File: src/pva_pkg.sv
// Shared types and constants for the polyphonic voice allocator.
// No dependencies; every other file imports this package.
`default_nettype none

package pva_pkg;

   localparam int unsigned MAX_RESULTS = 16;
   localparam int unsigned HIT_CNT_W   = 5;   // holds 0 .. MAX_RESULTS
   localparam int unsigned STAMP_W     = 64;
   localparam int unsigned NOTE_W      = 7;

   typedef enum logic [1:0] {
      ACT_NOTE_ON       = 2'd0,
      ACT_NOTE_OFF      = 2'd1,
      ACT_ALL_NOTES_OFF = 2'd2,
      ACT_VOICE_DONE    = 2'd3
   } action_type;

   typedef enum logic [1:0] {
      CMD_START      = 2'd0,
      CMD_KILL_START = 2'd1,
      CMD_RELEASE    = 2'd2
   } command_type;

   typedef enum logic [2:0] {
      ST_IDLE,
      ST_DISPATCH,
      ST_SCAN,
      ST_COMMIT,
      ST_FLUSH
   } state_type;

   typedef struct packed {
      action_type  action;
      logic [6:0]  note;
      logic [7:0]  velocity;
      logic [3:0]  done_voice;
   } req_type;

   typedef struct packed {
      logic [3:0]  voice;
      command_type command;
      logic [6:0]  voice_note;
      logic [7:0]  voice_velocity;
      logic [6:0]  glide_from_note;
      logic        glide_from_valid;
      logic        last;
   } rsp_type;

   // one entry of the voice memory
   typedef struct packed {
      logic [NOTE_W-1:0]  note;
      logic [STAMP_W-1:0] stamp;
   } voice_entry_type;

   // control from the scan sequencer to the steal picker
   typedef struct packed {
      logic clear;      // start of a new search
      logic check;      // one entry presented this cycle
      logic match;      // entry already plays the requested note
      logic releasing;  // entry is in its release phase
   } pick_step_type;

endpackage

`default_nettype wire

File: src/pva_pick.sv
// Steal picker: tracks the best victim voice while entries stream past.
// Depends on pva_pkg.
`default_nettype none

module pva_pick #(
   parameter int unsigned IDX_W = 4
) (
   input  wire logic                         clock,
   input  wire logic                         reset,
   input  wire pva_pkg::pick_step_type       step,
   input  wire logic [IDX_W-1:0]             step_idx,
   input  wire logic [pva_pkg::STAMP_W-1:0]  step_stamp,
   output logic      [IDX_W-1:0]             pick_idx
);
   import pva_pkg::*;

   logic               match_found_ff, match_found_in;
   logic [IDX_W-1:0]   match_idx_ff, match_idx_in;
   logic               rel_found_ff, rel_found_in;
   logic [IDX_W-1:0]   rel_idx_ff, rel_idx_in;
   logic [STAMP_W-1:0] rel_stamp_ff, rel_stamp_in;
   logic               old_found_ff, old_found_in;
   logic [IDX_W-1:0]   old_idx_ff, old_idx_in;
   logic [STAMP_W-1:0] old_stamp_ff, old_stamp_in;

   always_comb begin
      match_found_in = match_found_ff;
      match_idx_in   = match_idx_ff;
      rel_found_in   = rel_found_ff;
      rel_idx_in     = rel_idx_ff;
      rel_stamp_in   = rel_stamp_ff;
      old_found_in   = old_found_ff;
      old_idx_in     = old_idx_ff;
      old_stamp_in   = old_stamp_ff;
      if (step.clear) begin
         match_found_in = 1'b0;
         rel_found_in   = 1'b0;
         old_found_in   = 1'b0;
      end else if (step.check) begin
         // first entry on the same note wins
         if (step.match && !match_found_ff) begin
            match_found_in = 1'b1;
            match_idx_in   = step_idx;
         end
         // strict less-than keeps the lowest index on equal stamps
         if (step.releasing && (!rel_found_ff || step_stamp < rel_stamp_ff)) begin
            rel_found_in = 1'b1;
            rel_idx_in   = step_idx;
            rel_stamp_in = step_stamp;
         end
         if (!old_found_ff || step_stamp < old_stamp_ff) begin
            old_found_in = 1'b1;
            old_idx_in   = step_idx;
            old_stamp_in = step_stamp;
         end
      end
   end

   always_ff @(posedge clock) begin
      if (reset) begin
         match_found_ff <= 1'b0;
         rel_found_ff   <= 1'b0;
         old_found_ff   <= 1'b0;
      end else begin
         match_found_ff <= match_found_in;
         rel_found_ff   <= rel_found_in;
         old_found_ff   <= old_found_in;
      end
      match_idx_ff <= match_idx_in;
      rel_idx_ff   <= rel_idx_in;
      rel_stamp_ff <= rel_stamp_in;
      old_idx_ff   <= old_idx_in;
      old_stamp_ff <= old_stamp_in;
   end

   always_comb begin
      if (match_found_ff) begin
         pick_idx = match_idx_ff;
      end else if (rel_found_ff) begin
         pick_idx = rel_idx_ff;
      end else begin
         pick_idx = old_idx_ff;
      end
   end

endmodule

`default_nettype wire

File: src/polyphonic_voice_allocator.sv
// Polyphonic voice allocator with voice stealing: top level.
// Depends on pva_pkg and pva_pick.
//
//  channel   ports                          handshake
//  --------  -----------------------------  -------------------------------
//  request   start, busy, req_data          taken when start && !busy
//  response  rsp_valid, rsp_data            one-cycle strobe, never stalled
//
// Flow: a note_on with an idle voice passes DISPATCH and COMMIT, then
// returns to idle. Any other note_on, note_off or all_notes_off walks the
// voice memory one entry a cycle through its single read port, then goes
// to COMMIT or FLUSH. voice_finished is done in DISPATCH alone.
// Reset clears the control state and the active/releasing bits at once;
// the note/stamp memory needs no clearing pass, as its data is only used
// for voices that a note_on has written. Results cannot be stalled, so they
// leave on a strobe, at most one per cycle, in voice order.
`default_nettype none

module polyphonic_voice_allocator #(
   parameter int unsigned VOICES = 16
) (
   input  wire logic             clock,
   input  wire logic             reset,
   input  wire logic             start,
   output logic                  busy,
   input  wire pva_pkg::req_type req_data,
   output logic                  rsp_valid,
   output pva_pkg::rsp_type      rsp_data
);
   import pva_pkg::*;

   localparam int unsigned IDX_W = $clog2(VOICES);
   localparam int unsigned CNT_W = IDX_W + 1;   // scan counter reaches VOICES
   localparam int unsigned EXT_W = IDX_W + 4;   // room for a 4-bit index too
   localparam logic [IDX_W-1:0] LAST_IDX = IDX_W'(VOICES - 1);

   // ---------------------------------------------------------------
   // Control registers
   // ---------------------------------------------------------------
   state_type             state_ff, state_in;
   req_type               req_ff, req_in;
   logic [VOICES-1:0]     act_ff, act_in;      // voice sounding
   logic [VOICES-1:0]     rel_ff, rel_in;      // voice in release
   logic [STAMP_W-1:0]    cnt_ff, cnt_in;      // note_on tick counter
   logic [NOTE_W-1:0]     prev_note_ff, prev_note_in;
   logic                  prev_vld_ff, prev_vld_in;

   // scan pipeline: address stage, then check stage on the read data
   logic [CNT_W-1:0]      rd_idx_ff, rd_idx_in;
   logic                  chk_vld_ff, chk_vld_in;
   logic [IDX_W-1:0]      chk_idx_ff, chk_idx_in;

   // selected voice for the note_on commit
   logic [IDX_W-1:0]      sel_idx_ff, sel_idx_in;
   logic                  sel_kill_ff, sel_kill_in;

   // one release held back so the final one can carry last
   logic                  pend_vld_ff, pend_vld_in;
   logic [IDX_W-1:0]      pend_idx_ff, pend_idx_in;
   logic [NOTE_W-1:0]     pend_note_ff, pend_note_in;
   logic [HIT_CNT_W-1:0]  hit_cnt_ff, hit_cnt_in;

   logic                  rsp_valid_ff, rsp_valid_in;
   rsp_type               rsp_data_ff, rsp_data_in;

   // ---------------------------------------------------------------
   // Voice memory: note and start stamp per voice
   // ---------------------------------------------------------------
   voice_entry_type       mem [VOICES];
   logic                  rd_en;
   logic [IDX_W-1:0]      rd_addr;
   voice_entry_type       rd_data_ff;
   logic                  wr_en;
   logic [IDX_W-1:0]      wr_addr;
   voice_entry_type       wr_data;

   always_ff @(posedge clock) begin
      if (wr_en) begin
         mem[wr_addr] <= wr_data;
      end
      if (rd_en) begin
         rd_data_ff <= mem[rd_addr];
      end
   end

   // ---------------------------------------------------------------
   // Steal picker
   // ---------------------------------------------------------------
   pick_step_type         pick_step;
   logic [IDX_W-1:0]      pick_idx;

   pva_pick #(
      .IDX_W (IDX_W)
   ) u_pick (
      .clock      (clock),
      .reset      (reset),
      .step       (pick_step),
      .step_idx   (chk_idx_ff),
      .step_stamp (rd_data_ff.stamp),
      .pick_idx   (pick_idx)
   );

   // ---------------------------------------------------------------
   // Helpers
   // ---------------------------------------------------------------
   logic                  any_free;
   logic [IDX_W-1:0]      free_idx;
   logic [EXT_W-1:0]      dv_ext;
   logic                  dv_ok;
   logic                  chk_act, chk_rel, chk_note_eq, chk_hit;
   logic [EXT_W-1:0]      pend_ext, sel_ext;
   logic [STAMP_W-1:0]    cnt_next;
   logic [IDX_W-1:0]      commit_idx;

   // lowest idle voice
   always_comb begin
      any_free = 1'b0;
      free_idx = '0;
      for (int i = VOICES - 1; i >= 0; i--) begin
         if (!act_ff[i]) begin
            any_free = 1'b1;
            free_idx = IDX_W'(i);
         end
      end
   end

   // picker result is registered on its last check, so it is ready in COMMIT
   assign commit_idx  = sel_kill_ff ? pick_idx : sel_idx_ff;

   assign dv_ext      = EXT_W'(req_ff.done_voice);
   assign dv_ok       = dv_ext < EXT_W'(VOICES);
   assign chk_act     = act_ff[chk_idx_ff];
   assign chk_rel     = rel_ff[chk_idx_ff];
   assign chk_note_eq = rd_data_ff.note == req_ff.note;
   assign pend_ext    = EXT_W'(pend_idx_ff);
   assign sel_ext     = EXT_W'(commit_idx);
   assign cnt_next    = cnt_ff + STAMP_W'(1);

   // release hit on the entry in the check stage
   always_comb begin
      if (req_ff.action == ACT_NOTE_OFF) begin
         chk_hit = chk_act && !chk_rel && chk_note_eq;
      end else begin
         chk_hit = chk_act;
      end
   end

   // ---------------------------------------------------------------
   // Sequencer
   // ---------------------------------------------------------------
   always_comb begin
      state_in     = state_ff;
      req_in       = req_ff;
      act_in       = act_ff;
      rel_in       = rel_ff;
      cnt_in       = cnt_ff;
      prev_note_in = prev_note_ff;
      prev_vld_in  = prev_vld_ff;
      rd_idx_in    = rd_idx_ff;
      chk_vld_in   = 1'b0;
      chk_idx_in   = chk_idx_ff;
      sel_idx_in   = sel_idx_ff;
      sel_kill_in  = sel_kill_ff;
      pend_vld_in  = pend_vld_ff;
      pend_idx_in  = pend_idx_ff;
      pend_note_in = pend_note_ff;
      hit_cnt_in   = hit_cnt_ff;
      rsp_valid_in = 1'b0;
      rsp_data_in  = rsp_data_ff;
      rd_en        = 1'b0;
      rd_addr      = rd_idx_ff[IDX_W-1:0];
      wr_en        = 1'b0;
      wr_addr      = commit_idx;
      wr_data.note  = req_ff.note;
      wr_data.stamp = cnt_next;
      pick_step    = '0;

      case (state_ff)
         ST_IDLE: begin
            if (start) begin
               req_in   = req_data;
               state_in = ST_DISPATCH;
            end
         end

         ST_DISPATCH: begin
            rd_idx_in   = '0;
            pend_vld_in = 1'b0;
            hit_cnt_in  = '0;
            case (req_ff.action)
               ACT_NOTE_ON: begin
                  if (any_free) begin
                     sel_idx_in  = free_idx;
                     sel_kill_in = 1'b0;
                     state_in    = ST_COMMIT;
                  end else begin
                     pick_step.clear = 1'b1;
                     state_in        = ST_SCAN;
                  end
               end
               ACT_NOTE_OFF, ACT_ALL_NOTES_OFF: begin
                  state_in = ST_SCAN;
               end
               default: begin   // voice finished
                  if (dv_ok) begin
                     act_in[dv_ext[IDX_W-1:0]] = 1'b0;
                     rel_in[dv_ext[IDX_W-1:0]] = 1'b0;
                  end
                  state_in = ST_IDLE;
               end
            endcase
         end

         ST_SCAN: begin
            // address stage
            if (rd_idx_ff < CNT_W'(VOICES)) begin
               rd_en      = 1'b1;
               chk_vld_in = 1'b1;
               chk_idx_in = rd_idx_ff[IDX_W-1:0];
               rd_idx_in  = rd_idx_ff + CNT_W'(1);
            end
            // check stage
            if (chk_vld_ff) begin
               if (req_ff.action == ACT_NOTE_ON) begin
                  pick_step.check     = 1'b1;
                  pick_step.match     = chk_note_eq;
                  pick_step.releasing = chk_rel;
               end else if (chk_hit) begin
                  rel_in[chk_idx_ff] = 1'b1;
                  if (hit_cnt_ff < HIT_CNT_W'(MAX_RESULTS)) begin
                     hit_cnt_in = hit_cnt_ff + HIT_CNT_W'(1);
                     if (pend_vld_ff) begin
                        rsp_valid_in                 = 1'b1;
                        rsp_data_in.voice            = pend_ext[3:0];
                        rsp_data_in.command          = CMD_RELEASE;
                        rsp_data_in.voice_note       = pend_note_ff;
                        rsp_data_in.voice_velocity   = '0;
                        rsp_data_in.glide_from_note  = '0;
                        rsp_data_in.glide_from_valid = 1'b0;
                        rsp_data_in.last             = 1'b0;
                     end
                     pend_vld_in  = 1'b1;
                     pend_idx_in  = chk_idx_ff;
                     pend_note_in = rd_data_ff.note;
                  end
               end
               if (chk_idx_ff == LAST_IDX) begin
                  if (req_ff.action == ACT_NOTE_ON) begin
                     state_in = ST_COMMIT;
                  end else begin
                     state_in = ST_FLUSH;
                  end
               end
            end
         end

         ST_COMMIT: begin
            // scan path: all voices were active, so the picker result is a kill
            wr_en                        = 1'b1;
            cnt_in                       = cnt_next;
            act_in[commit_idx]           = 1'b1;
            rel_in[commit_idx]           = 1'b0;
            prev_note_in                 = req_ff.note;
            prev_vld_in                  = 1'b1;
            rsp_valid_in                 = 1'b1;
            rsp_data_in.voice            = sel_ext[3:0];
            rsp_data_in.command          = sel_kill_ff ? CMD_KILL_START : CMD_START;
            rsp_data_in.voice_note       = req_ff.note;
            rsp_data_in.voice_velocity   = req_ff.velocity;
            rsp_data_in.glide_from_note  = prev_note_ff;
            rsp_data_in.glide_from_valid = prev_vld_ff;
            rsp_data_in.last             = 1'b1;
            state_in                     = ST_IDLE;
         end

         ST_FLUSH: begin
            if (pend_vld_ff) begin
               rsp_valid_in                 = 1'b1;
               rsp_data_in.voice            = pend_ext[3:0];
               rsp_data_in.command          = CMD_RELEASE;
               rsp_data_in.voice_note       = pend_note_ff;
               rsp_data_in.voice_velocity   = '0;
               rsp_data_in.glide_from_note  = '0;
               rsp_data_in.glide_from_valid = 1'b0;
               rsp_data_in.last             = 1'b1;
            end
            pend_vld_in = 1'b0;
            state_in    = ST_IDLE;
         end

         default: begin
            state_in = ST_IDLE;
         end
      endcase

      // scan end on a note_on: take the picker's victim
      if (state_ff == ST_SCAN && chk_vld_ff && chk_idx_ff == LAST_IDX &&
          req_ff.action == ACT_NOTE_ON) begin
         sel_kill_in = 1'b1;
      end
   end

   always_ff @(posedge clock) begin
      if (reset) begin
         state_ff     <= ST_IDLE;
         act_ff       <= '0;
         rel_ff       <= '0;
         cnt_ff       <= '0;
         prev_note_ff <= '0;
         prev_vld_ff  <= 1'b0;
         chk_vld_ff   <= 1'b0;
         sel_kill_ff  <= 1'b0;
         pend_vld_ff  <= 1'b0;
         hit_cnt_ff   <= '0;
         rsp_valid_ff <= 1'b0;
         rd_idx_ff    <= '0;
      end else begin
         state_ff     <= state_in;
         act_ff       <= act_in;
         rel_ff       <= rel_in;
         cnt_ff       <= cnt_in;
         prev_note_ff <= prev_note_in;
         prev_vld_ff  <= prev_vld_in;
         chk_vld_ff   <= chk_vld_in;
         sel_kill_ff  <= sel_kill_in;
         pend_vld_ff  <= pend_vld_in;
         hit_cnt_ff   <= hit_cnt_in;
         rsp_valid_ff <= rsp_valid_in;
         rd_idx_ff    <= rd_idx_in;
      end
      req_ff       <= req_in;
      chk_idx_ff   <= chk_idx_in;
      sel_idx_ff   <= sel_idx_in;
      pend_idx_ff  <= pend_idx_in;
      pend_note_ff <= pend_note_in;
      rsp_data_ff  <= rsp_data_in;
   end

   assign busy      = state_ff != ST_IDLE;
   assign rsp_valid = rsp_valid_ff;
   assign rsp_data  = rsp_data_ff;

   // ---------------------------------------------------------------
   // Assertions
   // ---------------------------------------------------------------
   a_rsp_from_work: assert property (@(posedge clock) disable iff (reset)
      rsp_valid |-> $past(state_ff != ST_IDLE))
      else $error("response without a transaction in flight");

   a_hit_cap: assert property (@(posedge clock) disable iff (reset)
      hit_cnt_ff <= HIT_CNT_W'(MAX_RESULTS))
      else $error("release count beyond result cap");

   a_pend_scope: assert property (@(posedge clock) disable iff (reset)
      pend_vld_ff |-> (state_ff == ST_SCAN || state_ff == ST_FLUSH))
      else $error("held release outside a scan");

   a_kill_only_active: assert property (@(posedge clock) disable iff (reset)
      (state_ff == ST_COMMIT) |-> (sel_kill_ff == act_ff[commit_idx]))
      else $error("start command disagrees with voice activity");

endmodule

`default_nettype wire

File: config.mk
export PLATFORM = sky130hd
export DESIGN_NAME = polyphonic_voice_allocator
export DESIGN_NICKNAME = d
export VERILOG_FILES = /design/src/pva_pkg.sv /design/src/pva_pick.sv /design/src/polyphonic_voice_allocator.sv
export SDC_FILE = /design/constraint.sdc
export NUM_CORES = 2
export LEC_CHECK = 0
export BUFFER_PORTS_ARGS = -buffer_cell sky130_fd_sc_hd__buf_2
export CORE_AREA = 4 4 460 417
export DETAILED_ROUTE_END_ITERATION = 8
export DIE_AREA = 0 0 464 421
export SLEW_MARGIN = 20
export SYNTH_ARGS = -nofsm -noshare
export SYNTH_HDL_FRONTEND = slang
export SYNTH_SLANG_ARGS = --single-unit
File: constraint.sdc
create_clock -name clock -period 16.6 [get_ports clock]
set_input_delay 3.32 -clock clock [delete_from_list [all_inputs] [get_ports clock]]
set_output_delay 3.32 -clock clock [all_outputs]
set_load 0.005 [all_outputs]
==> impl_metrics.tcl <==
set metrics [dict create \
    status "finished clean" \
    required_ns 13.28 \
    cts_buffer_depth 3 \
    multiInputGateArea_um2 15700 \
    track_usage_pct 14.2 \
    dp_hpwl_um 77400 \
    worstPathCellList "nor3_1, inv_1, buf_2" \
    fmaxAchievable_ghz 0.186 \
    synthCells 3240 \
    cpMaxStageDelayCell "dfxtp_1" \
    syn_avg_cell_area_um2 18.9 \
    initial_utilization_pct 32.8 \
    grt_util_met1_pct 20.1 \
    endpoint_kind "primary output" \
    synth_top_area_share_pct 69.3 \
    wl_per_cell_um 23.1 \
    synth_flop_cell "edfxtp_1" \
    maxCapViolations 0 \
    cts.clk_slew.worst_paths_ns 0.07 \
    most-common-layout-cells "1417 x edfxtp_1, 364 x mux4_2, 159 x clkbuf_16" \
    finalWirelength_um 139000 \
    grtUsageMet3_pct 2.38 \
    grt_use_met2_pct 22.6 \
    synth-edff-count 1417 \
    die_y_um 421 \
    rows 151 \
    synthesis.area_um2 61400 \
    grt_overflow 0 \
    postSynth.asyncResetShare_pct 0 \
    grt_pass1_vias 31200 \
    cp-start-kind "flop" \
    hp-class "flop to flop" \
    drtAntennaViolNets 0 \
    ir_drop_v 0.000107 \
    fill_cells 16900 \
    syn_nets 3393 \
    arrival_ns 2.07 \
    yosys-top-cells-area "edfxtp_1 69%, mux4_2 13%, dfxtp_1 4.0%" \
    leakage_nw 22.9 \
    grt_pass1_wl_um 208000 \
    core_area_um2 187000 \
    tightest_slew_ns 1.03 \
    fp.dieW_um 464 \
    power.density_nw_per_um2 123 \
    htree_num_levels 4 \
    antenna_found_initial 4 \
    via_per_inst 5.02 \
    vias 30300 \
    final-max-slew-violation-count 0 \
    cts_sinks 1541 \
    seqCellArea_um2 45000 \
    ys_seq_area_share_pct 73.4 \
    p_total_mw 8.69 \
    syn_to_final_growth_pct 14.7 \
    hold_slack_ns 0.459 \
    ys_seq_elements 1541 \
    rsz0062_at_grt "false" \
    grt_max_degree 122 \
    synth.distinct_cells 69 \
    tritoncts "done" \
    yosys_warnings 0 \
    die-area_um2 195000 \
    clock_skew_ns 0.0290 \
    ctsResizeCount 0 \
    fin_crit_ns 5.39 \
    root_buffer "clkbuf_16" \
    grt_busiest_layer "met2" \
    fin_crit_sh_pct 32.5 \
    yosys.area.top_type "edfxtp_1" \
    tns_ns 0 \
    cts_hold_buf 0 \
    postCtsSetupBuffers 0 \
    cts_made_buffers 157 \
    critPathKind "flop to primary output" \
    finalSetupViolations 0 \
    drive_above_1_share_pct 23.0 \
    gp_congestion 0.804 \
    insertion_delay_ns 0.78 \
    critPathMaxFanout 24 \
    first_pass_iters 5 \
    maxSlewHeadroom_pct 31.3 \
    mostFrequentLayoutCell "edfxtp_1" \
    drt_iter0_markers 3222 \
    nets 3541 \
    crit_path_max_incr_delay_ns 0.85 \
    drc_errors 0 \
    ios 56 \
    hold_violations 0 \
    io_buffers 55 \
]
## synthesized netlist by cell type, types with 29 or more instances
cell type  count
a21oi_1       81
and3_1        37
buf_1         29
clkbuf_1      95
dfxtp_1      124
edfxtp_1    1417
ha_1         129
inv_1        147
mux4_2       364
nand2_1      153
nand3_1       49
nand4_1       43
nor2_1       141
o21ai_0       65
xnor2_1       65
xor2_1        58
## through the flow
step,worst slack (ns),instance area (um2),instances,utilization (%)
CTS,11.15,70100,6043,37.4
finish,11.21,70400,6044,37.6
detailed placement,11.35,65000,5753,34.7
floorplan,7.86,61400,3240,-
global placement,11.33,65000,5753,34.7
global route,11.00,70400,6044,37.6
## cells by family after synthesis
| logic type | after synthesis | share of synthesized area, % |
|---|---|---|
| flip-flops | 1541 | 73.4 |
| adder cells (fa/ha/maj) | 129 | 2.63 |
| AO/OA/AOI/OAI | 228 | 2.22 |
| AND/OR/NAND/NOR | 561 | 4.70 |
| multiplexers | 375 | 13.5 |
| buffers and inverters | 283 | 1.77 |
| XOR/XNOR | 123 | 1.76 |
## where the power goes
group          switching, mW  leakage [nW]  internal [mW]
clock                   1.50          2.48           1.98
combinational          0.379          6.35          0.364
sequential             0.119          14.0           4.34
## final timing paths
check,cells after the start,end,startpoint,slack [ns]
worst max-delay path,3,busy,state_ff[0],11.21
worst min register to register,2,prev_note_ff[1],prev_note_ff[1],0.46
worst min-delay path,2,prev_note_ff[1],prev_note_ff[1],0.46
worst max register to register,7,mem[4][37],state_ff[0],12.11
## final cells by class
class / instances / share of cell area, %
Tap cell: 2524 / 4.49
Clock inverter: 87 / 1.32
Sequential cell: 1541 / 64.0
Timing Repair Buffer: 123 / 1.17
Clock buffer: 203 / 5.93
Inverter: 149 / 0.820
Multi-Input combinational cell: 1416 / 22.3
Antenna cell: 1 / 0.00356
## state kept, by name, summed over array words and instances, names as in the netlist, 16 cells and up
register / count
u_pick.rel_stamp_ff: 64
rd_data_ff: 71
req_ff: 17
mem: 1136
cnt_ff: 64
u_pick.old_stamp_ff: 64
rsp_data: 30
rel_ff: 16
act_ff: 16
## critical path: cells and delay by family, from the launching register on
kind	cells	cell delay [ns]
buffers and inverters	2	0.26
DFF	1	0.85
and+or+nand+nor	1	0.19
## metal layers
layer | share of wire, % | vias to the layer above
met2 | 48 | 869
met5 | 0 | -
li1 | - | 13200
met3 | 5.9 | 180
met4 | 2.0 | 0
met1 | 44 | 16100
Note: power is estimated with default switching activity, not from simulation.
